--- config.mk ---
export PLATFORM = sky130hd
export DESIGN_NAME = cbor_item_head_encoder
export DESIGN_NICKNAME = d
export VERILOG_FILES = /design/src/rtl/cbor_pkg.sv /design/src/rtl/cbor_ser.sv /design/src/rtl/cbor_item_head_encoder.sv
export SDC_FILE = /design/constraint.sdc
export NUM_CORES = 1
export LEC_CHECK = 0
export ABC_AREA = 0
export BUFFER_PORTS_ARGS = -buffer_cell sky130_fd_sc_hd__buf_2
export CORE_MARGIN = 4
export CORE_UTILIZATION = 60
export DETAILED_ROUTE_END_ITERATION = 16
export PLACE_DENSITY = 0.86
export SYNTH_ARGS = -nofsm -noshare
export SYNTH_HDL_FRONTEND = slang
export SYNTH_HIERARCHICAL = 1
export SYNTH_SLANG_ARGS = --single-unit
--- constraint.sdc ---
create_clock -name clk -period 4 [get_ports clk]
set_input_delay 0.8 -clock clk [delete_from_list [all_inputs] [get_ports clk]]
set_output_delay 0.8 -clock clk [all_outputs]
set_load 0.1 [all_outputs]
--- src/rtl/cbor_pkg.sv ---
package cbor_pkg;

    // Request kinds on req_type
    localparam logic [2:0] REQ_INT    = 3'd0;
    localparam logic [2:0] REQ_ARRAY  = 3'd1;
    localparam logic [2:0] REQ_MAP    = 3'd2;
    localparam logic [2:0] REQ_BOOL   = 3'd3;
    localparam logic [2:0] REQ_TEXT   = 3'd4;
    localparam logic [2:0] REQ_BYTES  = 3'd5;
    localparam logic [2:0] REQ_DOUBLE = 3'd6;
    localparam logic [2:0] REQ_RSVD   = 3'd7;

    // Major type bits of the initial byte
    localparam logic [7:0] MT_UINT   = 8'h00;
    localparam logic [7:0] MT_NEGINT = 8'h20;
    localparam logic [7:0] MT_BYTES  = 8'h40;
    localparam logic [7:0] MT_TEXT   = 8'h60;
    localparam logic [7:0] MT_ARRAY  = 8'h80;
    localparam logic [7:0] MT_MAP    = 8'hA0;

    // Simple values
    localparam logic [7:0] SV_FALSE  = 8'hF4;
    localparam logic [7:0] SV_TRUE   = 8'hF5;
    localparam logic [7:0] SV_DOUBLE = 8'hFB;

    // Additional info codes for a following argument
    localparam logic [4:0] AI_ONE   = 5'd24;
    localparam logic [4:0] AI_TWO   = 5'd25;
    localparam logic [4:0] AI_FOUR  = 5'd26;
    localparam logic [4:0] AI_EIGHT = 5'd27;

    // Count of argument bytes after the initial byte (0..8)
    localparam int CNT_W = 4;

    // Load request from the classifier to the byte serializer
    typedef struct packed {
        logic              load;
        logic [7:0]        head;
        logic [CNT_W-1:0]  nfollow;
        logic [63:0]       args;    // first argument byte in [63:56]
    } cbor_load_t;

    typedef enum logic {
        ST_IDLE,
        ST_EMIT
    } cbor_state_t;

endpackage

--- src/rtl/cbor_ser.sv ---
module cbor_ser
    import cbor_pkg::*;
(
    input  logic                clk,
    input  logic                rst_n,
    input  cbor_load_t          ld,
    output logic                busy,
    output logic                out_valid,
    input  logic                out_ready,
    output logic [7:0]          out_byte,
    output logic                last_byte
);

    cbor_state_t       state_reg, state_next;
    logic [63:0]       shift_reg, shift_next;
    logic [CNT_W-1:0]  cnt_reg, cnt_next;
    logic [7:0]        byte_reg, byte_next;
    logic              last_reg, last_next;
    logic              take;

    assign take = (state_reg == ST_EMIT) && out_ready;

    // Next state
    always_comb
    begin
        state_next = state_reg;
        unique case (state_reg)
            ST_IDLE:
            begin
                if (ld.load)
                    state_next = ST_EMIT;
            end
            ST_EMIT:
            begin
                if (out_ready && (cnt_reg == '0))
                    state_next = ST_IDLE;
            end
            default: state_next = ST_IDLE;
        endcase
    end

    // Shared byte shifter: load head, then move one argument byte out per take
    always_comb
    begin
        shift_next = shift_reg;
        cnt_next   = cnt_reg;
        byte_next  = byte_reg;
        last_next  = last_reg;
        if (state_reg == ST_IDLE && ld.load)
        begin
            shift_next = ld.args;
            cnt_next   = ld.nfollow;
            byte_next  = ld.head;
            last_next  = (ld.nfollow == '0);
        end
        else if (take && (cnt_reg != '0))
        begin
            byte_next  = shift_reg[63:56];
            shift_next = {shift_reg[55:0], 8'h00};
            cnt_next   = cnt_reg - CNT_W'(1);
            last_next  = (cnt_reg == CNT_W'(1));
        end
    end

    // Control state
    always_ff @(posedge clk or negedge rst_n)
    begin
        if (!rst_n)
        begin
            state_reg <= ST_IDLE;
            cnt_reg   <= '0;
        end
        else
        begin
            state_reg <= state_next;
            cnt_reg   <= cnt_next;
        end
    end

    // Payload
    always_ff @(posedge clk)
    begin
        shift_reg <= shift_next;
        byte_reg  <= byte_next;
        last_reg  <= last_next;
    end

    assign busy      = (state_reg != ST_IDLE);
    assign out_valid = (state_reg == ST_EMIT);
    assign out_byte  = byte_reg;
    assign last_byte = last_reg;

endmodule

--- src/rtl/cbor_item_head_encoder.sv ---
// The initial byte is presented in the cycle after a request is accepted.
// Throughput: one byte per cycle while out_ready is high; a request holds the
//   block for its initial byte and N argument bytes (N = 0, 1, 2, 4 or 8), and
//   in_ready returns the cycle after the last byte is taken.
// Request kind 7 is dropped with no output. Reset (rst_n low, asynchronous)
//   clears the sequencer; no byte is pending after reset.
module cbor_item_head_encoder
    import cbor_pkg::*;
(
    input  logic         clk,
    input  logic         rst_n,
    input  logic         in_valid,
    output logic         in_ready,
    input  logic [2:0]   req_type,
    input  logic [63:0]  value,
    input  logic signed [31:0] int_value,
    input  logic         flag,
    output logic         out_valid,
    input  logic         out_ready,
    output logic [7:0]   out_byte,
    output logic         last_byte
);

    logic [63:0]       arg;
    logic [7:0]        major;
    logic [4:0]        info;
    logic [CNT_W-1:0]  nfollow;
    logic [63:0]       aligned;
    logic              busy;
    cbor_load_t        ld;

    // Argument and major type per request kind
    always_comb
    begin
        arg   = value;
        major = MT_UINT;
        case (req_type)
            REQ_INT:
            begin
                if (int_value[31])
                begin
                    arg   = {32'h0, ~int_value};
                    major = MT_NEGINT;
                end
                else
                begin
                    arg   = {32'h0, int_value};
                    major = MT_UINT;
                end
            end
            REQ_ARRAY: major = MT_ARRAY;
            REQ_MAP:   major = MT_MAP;
            REQ_TEXT:  major = MT_TEXT;
            REQ_BYTES: major = MT_BYTES;
            default:   major = MT_UINT;
        endcase
    end

    // Shortest head form
    always_comb
    begin
        if (arg < 64'd24)
        begin
            info    = arg[4:0];
            nfollow = CNT_W'(0);
        end
        else if (arg[63:8] == '0)
        begin
            info    = AI_ONE;
            nfollow = CNT_W'(1);
        end
        else if (arg[63:16] == '0)
        begin
            info    = AI_TWO;
            nfollow = CNT_W'(2);
        end
        else if (arg[63:32] == '0)
        begin
            info    = AI_FOUR;
            nfollow = CNT_W'(4);
        end
        else
        begin
            info    = AI_EIGHT;
            nfollow = CNT_W'(8);
        end
    end

    // Left-justify the argument bytes for the serializer
    always_comb
    begin
        case (nfollow)
            CNT_W'(1): aligned = {arg[7:0],  56'h0};
            CNT_W'(2): aligned = {arg[15:0], 48'h0};
            CNT_W'(4): aligned = {arg[31:0], 32'h0};
            default:   aligned = arg;
        endcase
    end

    // Load request to the serializer
    always_comb
    begin
        ld.load    = in_valid && in_ready && (req_type != REQ_RSVD);
        ld.head    = major | {3'b000, info};
        ld.nfollow = nfollow;
        ld.args    = aligned;
        unique case (req_type)
            REQ_BOOL:
            begin
                ld.head    = flag ? SV_TRUE : SV_FALSE;
                ld.nfollow = CNT_W'(0);
            end
            REQ_DOUBLE:
            begin
                ld.head    = SV_DOUBLE;
                ld.nfollow = CNT_W'(8);
                ld.args    = value;
            end
            default:
            begin
            end
        endcase
    end

    assign in_ready = !busy;

    cbor_ser u_ser (
        .clk       (clk),
        .rst_n     (rst_n),
        .ld        (ld),
        .busy      (busy),
        .out_valid (out_valid),
        .out_ready (out_ready),
        .out_byte  (out_byte),
        .last_byte (last_byte)
    );

endmodule

After elaboration in Yosys (flattened, before gate mapping)
Index checks and enable logic that the tools add are counted.
{"block": "op_classes", "addsub": 1, "n_bitwise": 3, "n_lt_le_gt_ge": 1, "n_mux": 27, "n_reduce_logical": 15, "eq_ne": 11}
{"op": "$mux 64", "count": 4}
{"op": "$pmux 64 s3", "count": 1}
{"op": "$lt 64x5->1 const B", "count": 1}
{"op": "$logic_not 56->1", "count": 1}
{"op": "$logic_not 48->1", "count": 1}
{"op": "$pmux 8 s5", "count": 1}
{"op": "$logic_not 32->1", "count": 1}
{"op": "$mux 32", "count": 1}
{"op": "$not 32->32", "count": 1}
{"op": "$mux 4", "count": 6}
{"op": "$pmux 12 s2", "count": 1}
{"op": "$mux 8", "count": 2}
{"op": "$eq 3x3->1 const B", "count": 3}
{"op": "$eq 4x1->1 const B", "count": 2}
{"op": "$logic_not 4->1", "count": 2}
{"op": "$or 8x5->8", "count": 1}
{"op": "$eq 3x2->1 const B", "count": 2}
{"op": "$logic_and 1x1->1", "count": 6}
{"op": "$mux 1", "count": 6}
{"op": "$mux 6", "count": 1}
{"op": "$mux 5", "count": 1}
{"op": "$eq 4x2->1 const B", "count": 1}
{"op": "$eq 4x3->1 const B", "count": 1}
{"op": "$mux 2", "count": 2}
{"op": "9 further kinds", "count": 9}
{"block": "word_totals", "reg_bits": 78, "word_cells": 63}

Depth between registers and ports, before layout
Gate-level depths: netlist of run 1.
{"block": "depth", "ltp_word": 12, "ltp_mapped": 12, "mapped_depth_nobuf": 8}

By module
The synthesis of run 1 kept the hierarchy.
{"mod": "cbor_ser", "cells_per_inst": 329, "n_inst": 1, "seq_area_each_um2": 2317.2, "area_each_um2": 3415.8}
{"mod": "cbor_item_head_encoder", "cells_per_inst": 358, "n_inst": 1, "seq_area_each_um2": 0.0, "area_each_um2": 2205.9}

Least setup slack after synthesis of run 1
OpenSTA, ideal clock, no wires.
{"block": "synth_path", "path_type": "register to register", "start": "register u_ser.state_reg, in the netlist u_ser/busy", "end": "register u_ser.last_reg, in the netlist u_ser/last_byte, enable pin", "arrival_ps": 2704, "path_stages_with_launch": 7, "n_path_buf": 2, "synth_period_minus_slack_ps": 3104, "required_time_ps": 3600, "setup_slack_ps": 896, "cell_sequence": "dfrtp_1 > inv_1 > and3_1 > nor2b_1 > clkbuf_2 > buf_4 > or2_2"}
{"item": "start, declared", "line_no": "cbor_ser.sv:14", "source": "cbor_state_t state_reg, state_next;"}
{"item": "start signal, assigned", "line_no": "cbor_ser.sv:75", "source": "state_reg <= state_next;"}
{"item": "end signal, assigned", "line_no": "cbor_ser.sv:85", "source": "last_reg <= last_next;"}
{"item": "end, declared", "line_no": "cbor_ser.sv:18", "source": "logic last_reg, last_next;"}

==> impl_metrics.yaml, run 1 <==
die:
  fp.dieArea_mm2: 0.0110
  die_w_um: 105
  fp.dieH_um: 105
  rows: 35
  core_area_mm2: 0.00920
  initial_core_util: 0.611
  ios: 115
synthesis:
  synth_edf_count: 73
  syn-cell-area_mm2: 0.00562
  syn-instance-count: 687
  syn_area_per_cell_um2: 8.18
  ys_dominant_reg_cell: "edfxtp_1"
  yosysTopAreaCellShare: 0.390
  synth_seq_cells: 78
  syn_nets: 793
  ys_warn_count: 6
  synthArstFlopShare: 0.0641
  ys_types: 59
  yosysTopAreaCell: "edfxtp_1"
  synth_area_leaders: "edfxtp_1 39%, nand2_1 16%, xnor2_1 4.1%"
  seq_area_frac_synth: 0.412
run:
  max_cap_violations: 0
cells_and_area:
  n_fill_cell: 762
  drive_above_1_share: 0.211
  largest_reg_flops: 64
  final_common_cell: "nand2_1"
  antenna_cells: 0
  mostFrequentLayoutCells: "244 x nand2_1, 114 x buf_2, 73 x edfxtp_1"
  final_util: 0.697
  instances_no_fill: 896
  layout-area-overhead-vs-synth_pct: 14.0
  final_nets: 886
clock_tree:
  cts.sinks: 78
  cts_buffers: 9
  clockBufferDepth: 2
  post_cts_resize_count: 0
  clock_latency_ns: 0.36
  post_cts_buffers: 0
  cts_max_level: 3
  cts_tree: "yes"
  ctsHoldBuffers: 0
  clk_pin_slew_ns: 0.09
  clockRootBuffer: "clkbuf_8"
worst_setup_path:
  path_buf_inv: 2
  cp_common_cell: "nand2_1"
  rr_startpoint: "u_ser/cnt_reg[0]$_DFFE_PN0P_"
  worst_ep_arrival_time_ns: 3.30
  end_kind: "flip-flop"
  reg2regPathDepth: 5
  required_ns: 4.23
  worstSetupStartpointType: "input pin"
  path_max_fanout: 89
  cp_slowest_cell: "or3_2"
  cpPeakStageDelay_ns: 0.54
  rrSetupSlack_ns: 1.23
  cpLargestDelayFamily: "compound AO/OA/AOI/OAI gates"
  criticalPathCategory: "input pin to flip-flop"
  crit_chain: "buf_2, or3_2, buf_12, a21oi_1, o2111a_2, o21ai_1, o21ai_0, a22o_1, nand2_1, nand2_1"
  r2r-end: "u_ser/shift_reg[19]$_DFFE_PP_"
drt:
  wl_um: 18200
  drc_errors: 0
  num_vias: 5656
  ant_nets: 0
  firstDrtPassIters: 5
  dr.first_iter.drc_count: 729
  wl_per_cell_um: 20.3
  vias_per_cell: 6.31
timing:
  finalClockSkew_ns: 0.00747
  drv_slew: 0
  fin_crit_sh: 0.768
  hold_violations: 0
  maxSlewHeadroom: 0.183
  tightest_slew_ns: 1.23
  fin_setup_tns_ns: 0
  rsz0062_at_grt: "no"
  clock.fmax_mhz: 325
  period_minus_slack_ns: 3.07
  setup_violations: 0
pwr:
  power.density_mw_per_mm2: 531
  static-leakage-power_nw: 2.75
  irDropWorstVdd_mv: 0.387
place:
  place_congestion: 0.995
  port_buffers: 114
  dp.final_hpwl_um: 13700
  dp.cells: 880
global_routing:
  overflow: 0
  grt_pass1_wl_um: 28100
  grt_pass1_vias: 5321
  grt_antenna_before_repair: 0
  grt.total_usage: 0.329
  grt_max_degree: 90
outcome:
  status: "completed"
hold_path:
  hold_path.class: "input pin to asynchronous set/reset pin"
[cells in the mapped netlist (9+ instances only)]
master and number:
o22ai_1 9, and2_1 10, edfxtp_1 73, o31ai_1 11, clkbuf_1 17, buf_2 17, nor3_1 12, xnor2_1 26
o21ai_0 29, a21oi_1 33, nand2_1 244, nor4_1 14, nor2_1 48, or4_1 9
[logic make-up (layout without fill, tap and decap cells)]
family | Yosys count | after routing | share of synthesized area
xor gates and xnor gates | 32 | 32 | 0.0499
muxes | 4 | 4 | 0.00712
buffers and inverters | 54 | 152 | 0.0507
DFF | 78 | 78 | 0.412
adders and majority gates | 2 | 2 | 0.00445
and+or+nand+nor | 377 | 377 | 0.295
AOI/OAI and AO/OA | 140 | 140 | 0.181
[area by class of cell]
| cell class | count | area, µm² | share of cell area |
|---|---|---|---|
| inverters | 6 | 22.5 | 0.00351 |
| well taps | 111 | 139 | 0.0217 |
| repair buffers | 130 | 703 | 0.110 |
| clock buffers | 10 | 128 | 0.0199 |
| flip-flops and latches | 78 | 2320 | 0.361 |
| multi-input cells | 555 | 3030 | 0.473 |
| clock inverters | 6 | 71.3 | 0.0111 |
[report_power, final]
group          switching, mW  internal [mW]  total, mW
Combinational          0.965          0.341       1.31
Clock                  0.328          0.294      0.623
Sequential             0.112           1.36       1.48
[worst reg2reg max path, delay by kind of cell, from the launching register on]
kind / cells / cell delay, ns
flops: 1 / 0.45
simple gates: 1 / 0.96
fa+ha+maj: 1 / 0.22
buf+inv: 2 / 0.59
compound gates: 1 / 0.23
[worst max path at each step]
stage	startpoint	slack [ns]	cells past startpoint	to
2_1_floorplan	u_ser/busy$_DFF_PN0_	0.90	6	u_ser/last_byte$_DFFE_PP_
3_3_place_gp	req_type[2]	0.66	8	u_ser/last_byte$_DFFE_PP_
3_5_place_dp	req_type[2]	0.62	8	u_ser/last_byte$_DFFE_PP_
4_1_cts	req_type[2]	1.0	8	u_ser/last_byte$_DFFE_PP_
5_1_grt	req_type[2]	0.74	10	u_ser/out_byte[2]$_DFFE_PP_
6_report	req_type[2]	0.93	10	u_ser/shift_reg[55]$_DFFE_PP_
[metrics by stage]
step                      setup slack, ns  hold slack [ns]  area (µm²)  power, mW
final                               0.927            0.233        6410       3.40
after global placement              0.656            0.495        6210       2.73
after floorplan                     0.896            0.490        5620       2.43
after detailed placement            0.622            0.501        6210       2.78
after CTS                           0.999            0.228        6410       3.40
after global routing                0.740            0.236        6410       3.57
[routing by layer]
layer  wire (µm)  up-vias  global-route usage
met1        7370     2588               0.452
met4         674        0               0.125
met3        2090       58              0.0630
li1            -     2601                   -
met5           0        -                   0
met2        8090      409               0.517
Power figures use the tool's default switching activity.
==> inputs of run 2 (changes only) <==
CORE_UTILIZATION = 56   (was 60)
PLACE_DENSITY = 0.81   (was 0.86)
clock period = 3.1 ns   (was 4 ns; I/O delays follow)
==> impl_metrics.yaml, run 2 (synthesized netlist as in run 1, its figures left out) <==
global_routing:
  grt_max_degree: 78
  grt_pass1_wl_um: 28400
  grt_antenna_before_repair: 0
  grt_pass1_vias: 5329
  overflow: 0
  grt.total_usage: 0.324
cells_and_area:
  final_nets: 907
  layout-area-overhead-vs-synth_pct: 17.8
  final_common_cell: "nand2_1"
  drive_above_1_share: 0.232
  antenna_cells: 0
  multi_input_area_mm2: 0.00303
  final_util: 0.677
  largest_reg_flops: 64
  n_fill_cell: 824
  mostFrequentLayoutCells: "244 x nand2_1, 114 x buf_2, 73 x edfxtp_1"
  seqCellArea_mm2: 0.00232
die:
  ios: 115
  die_w_um: 108
  fp.dieH_um: 108
  fp.dieArea_mm2: 0.0117
  rows: 36
  initial_core_util: 0.575
  core_area_mm2: 0.00977
worst_setup_path:
  end_kind: "flip-flop"
  path_max_fanout: 10
  reg2regPathDepth: 6
  worstSetupStartpointType: "input pin"
  rrSetupSlack_ns: 1.05
  worst_ep_arrival_time_ns: 2.96
  criticalPathCategory: "input pin to flip-flop"
  crit_end: "u_ser/last_byte$_DFFE_PP_"
  worstSetupStartpoint: "req_type[1]"
  rr_startpoint: "u_ser/busy$_DFF_PN0_"
  required_ns: 3.31
  r2r-end: "u_ser/shift_reg[61]$_DFFE_PP_"
drt:
  dr.first_iter.drc_count: 682
  vias_per_cell: 6.12
  wl_um: 18900
  firstDrtPassIters: 5
  wl_per_cell_um: 20.1
  ant_nets: 0
  num_vias: 5751
  drc_errors: 0
timing:
  rsz0062_at_grt: "no"
  hold_violations: 0
  fin_setup_tns_ns: 0
  setup_violations: 0
  fin_crit_sh: 0.887
  period_minus_slack_ns: 2.75
  maxSlewHeadroom: 0.479
  finalClockSkew_ns: 0.00652
  clock.fmax_mhz: 364
  tightest_slew_ns: 0.781
  drv_slew: 0
pwr:
  static-leakage-power_nw: 2.85
  power.density_mw_per_mm2: 672
  irDropWorstVdd_mv: 0.550
outcome:
  status: "completed"
clock_tree:
  post_cts_buffers: 0
  clk_pin_slew_ns: 0.09
  clock_latency_ns: 0.36
  cts_buffers: 9
  cts_tree: "yes"
  cts_max_level: 3
  clockBufferDepth: 2
  ctsHoldBuffers: 0
  post_cts_resize_count: 0
  cts.sinks: 78
  clockRootBuffer: "clkbuf_8"
place:
  dp.final_hpwl_um: 14400
  place_congestion: 1.03
  port_buffers: 114
run:
  max_cap_violations: 0
hold_path:
  hold_path.class: "input pin to asynchronous set/reset pin"
==> run 2: through the flow <==
stage	area, µm²	setup slack (ns)	hold slack, ns	instances	total power, mW
after floorplan	5620	0.332	0.324	687	3.13
after global placement	6420	0.0380	0.432	923	3.60
after detailed placement	6420	0.0348	0.436	923	3.66
after CTS	6620	0.411	0.0466	939	4.43
after global routing	6620	0.252	0.0470	939	4.65
final	6620	0.350	0.0497	939	4.45
==> run 2: per-layer routing <==
metal | vias up | routed length, µm | track usage
met5 | - | 0 | 0
met4 | 0 | 633 | 0.116
met3 | 51 | 2190 | 0.0710
met2 | 389 | 8200 | 0.488
met1 | 2661 | 7840 | 0.460
li1 | 2650 | - | -
==> run 2: power by group <==
part,internal (mW),leakage [nW],switching [mW]
clock network,0.378,0.0973,0.409
registers,1.75,0.759,0.154
logic,0.496,2.00,1.26
total,2.63,2.85,1.82
==> run 2: cell type report <==
type,count,area share
multi-input combinational,555,0.458
sequential,78,0.350
timing repair buffer,151,0.134
tap,133,0.0251
clock buffer,10,0.0193
clock inverter,6,0.0104
inverter,6,0.00340
==> run 2: worst min-delay path by stage <==
stage          start                    to  slack (ns)  cells after the start
5_1_grt        rst_n  u_ser/busy$_DFF_PN0_        0.05                      1
3_3_place_gp   rst_n  u_ser/busy$_DFF_PN0_        0.43                      1
6_report       rst_n  u_ser/busy$_DFF_PN0_        0.05                      1
2_1_floorplan  rst_n  u_ser/busy$_DFF_PN0_        0.32                      0
4_1_cts        rst_n  u_ser/busy$_DFF_PN0_        0.05                      1
3_5_place_dp   rst_n  u_ser/busy$_DFF_PN0_        0.44                      1
==> run 2: worst max-delay path: stages <==
cell and delay (ns):
buf_2 0.13, or3_2 0.56, and3_1 0.20, and4_1 0.18, o21ai_1 0.51, nor2_1 0.12
or4_1 0.51, o21ai_0 0.14
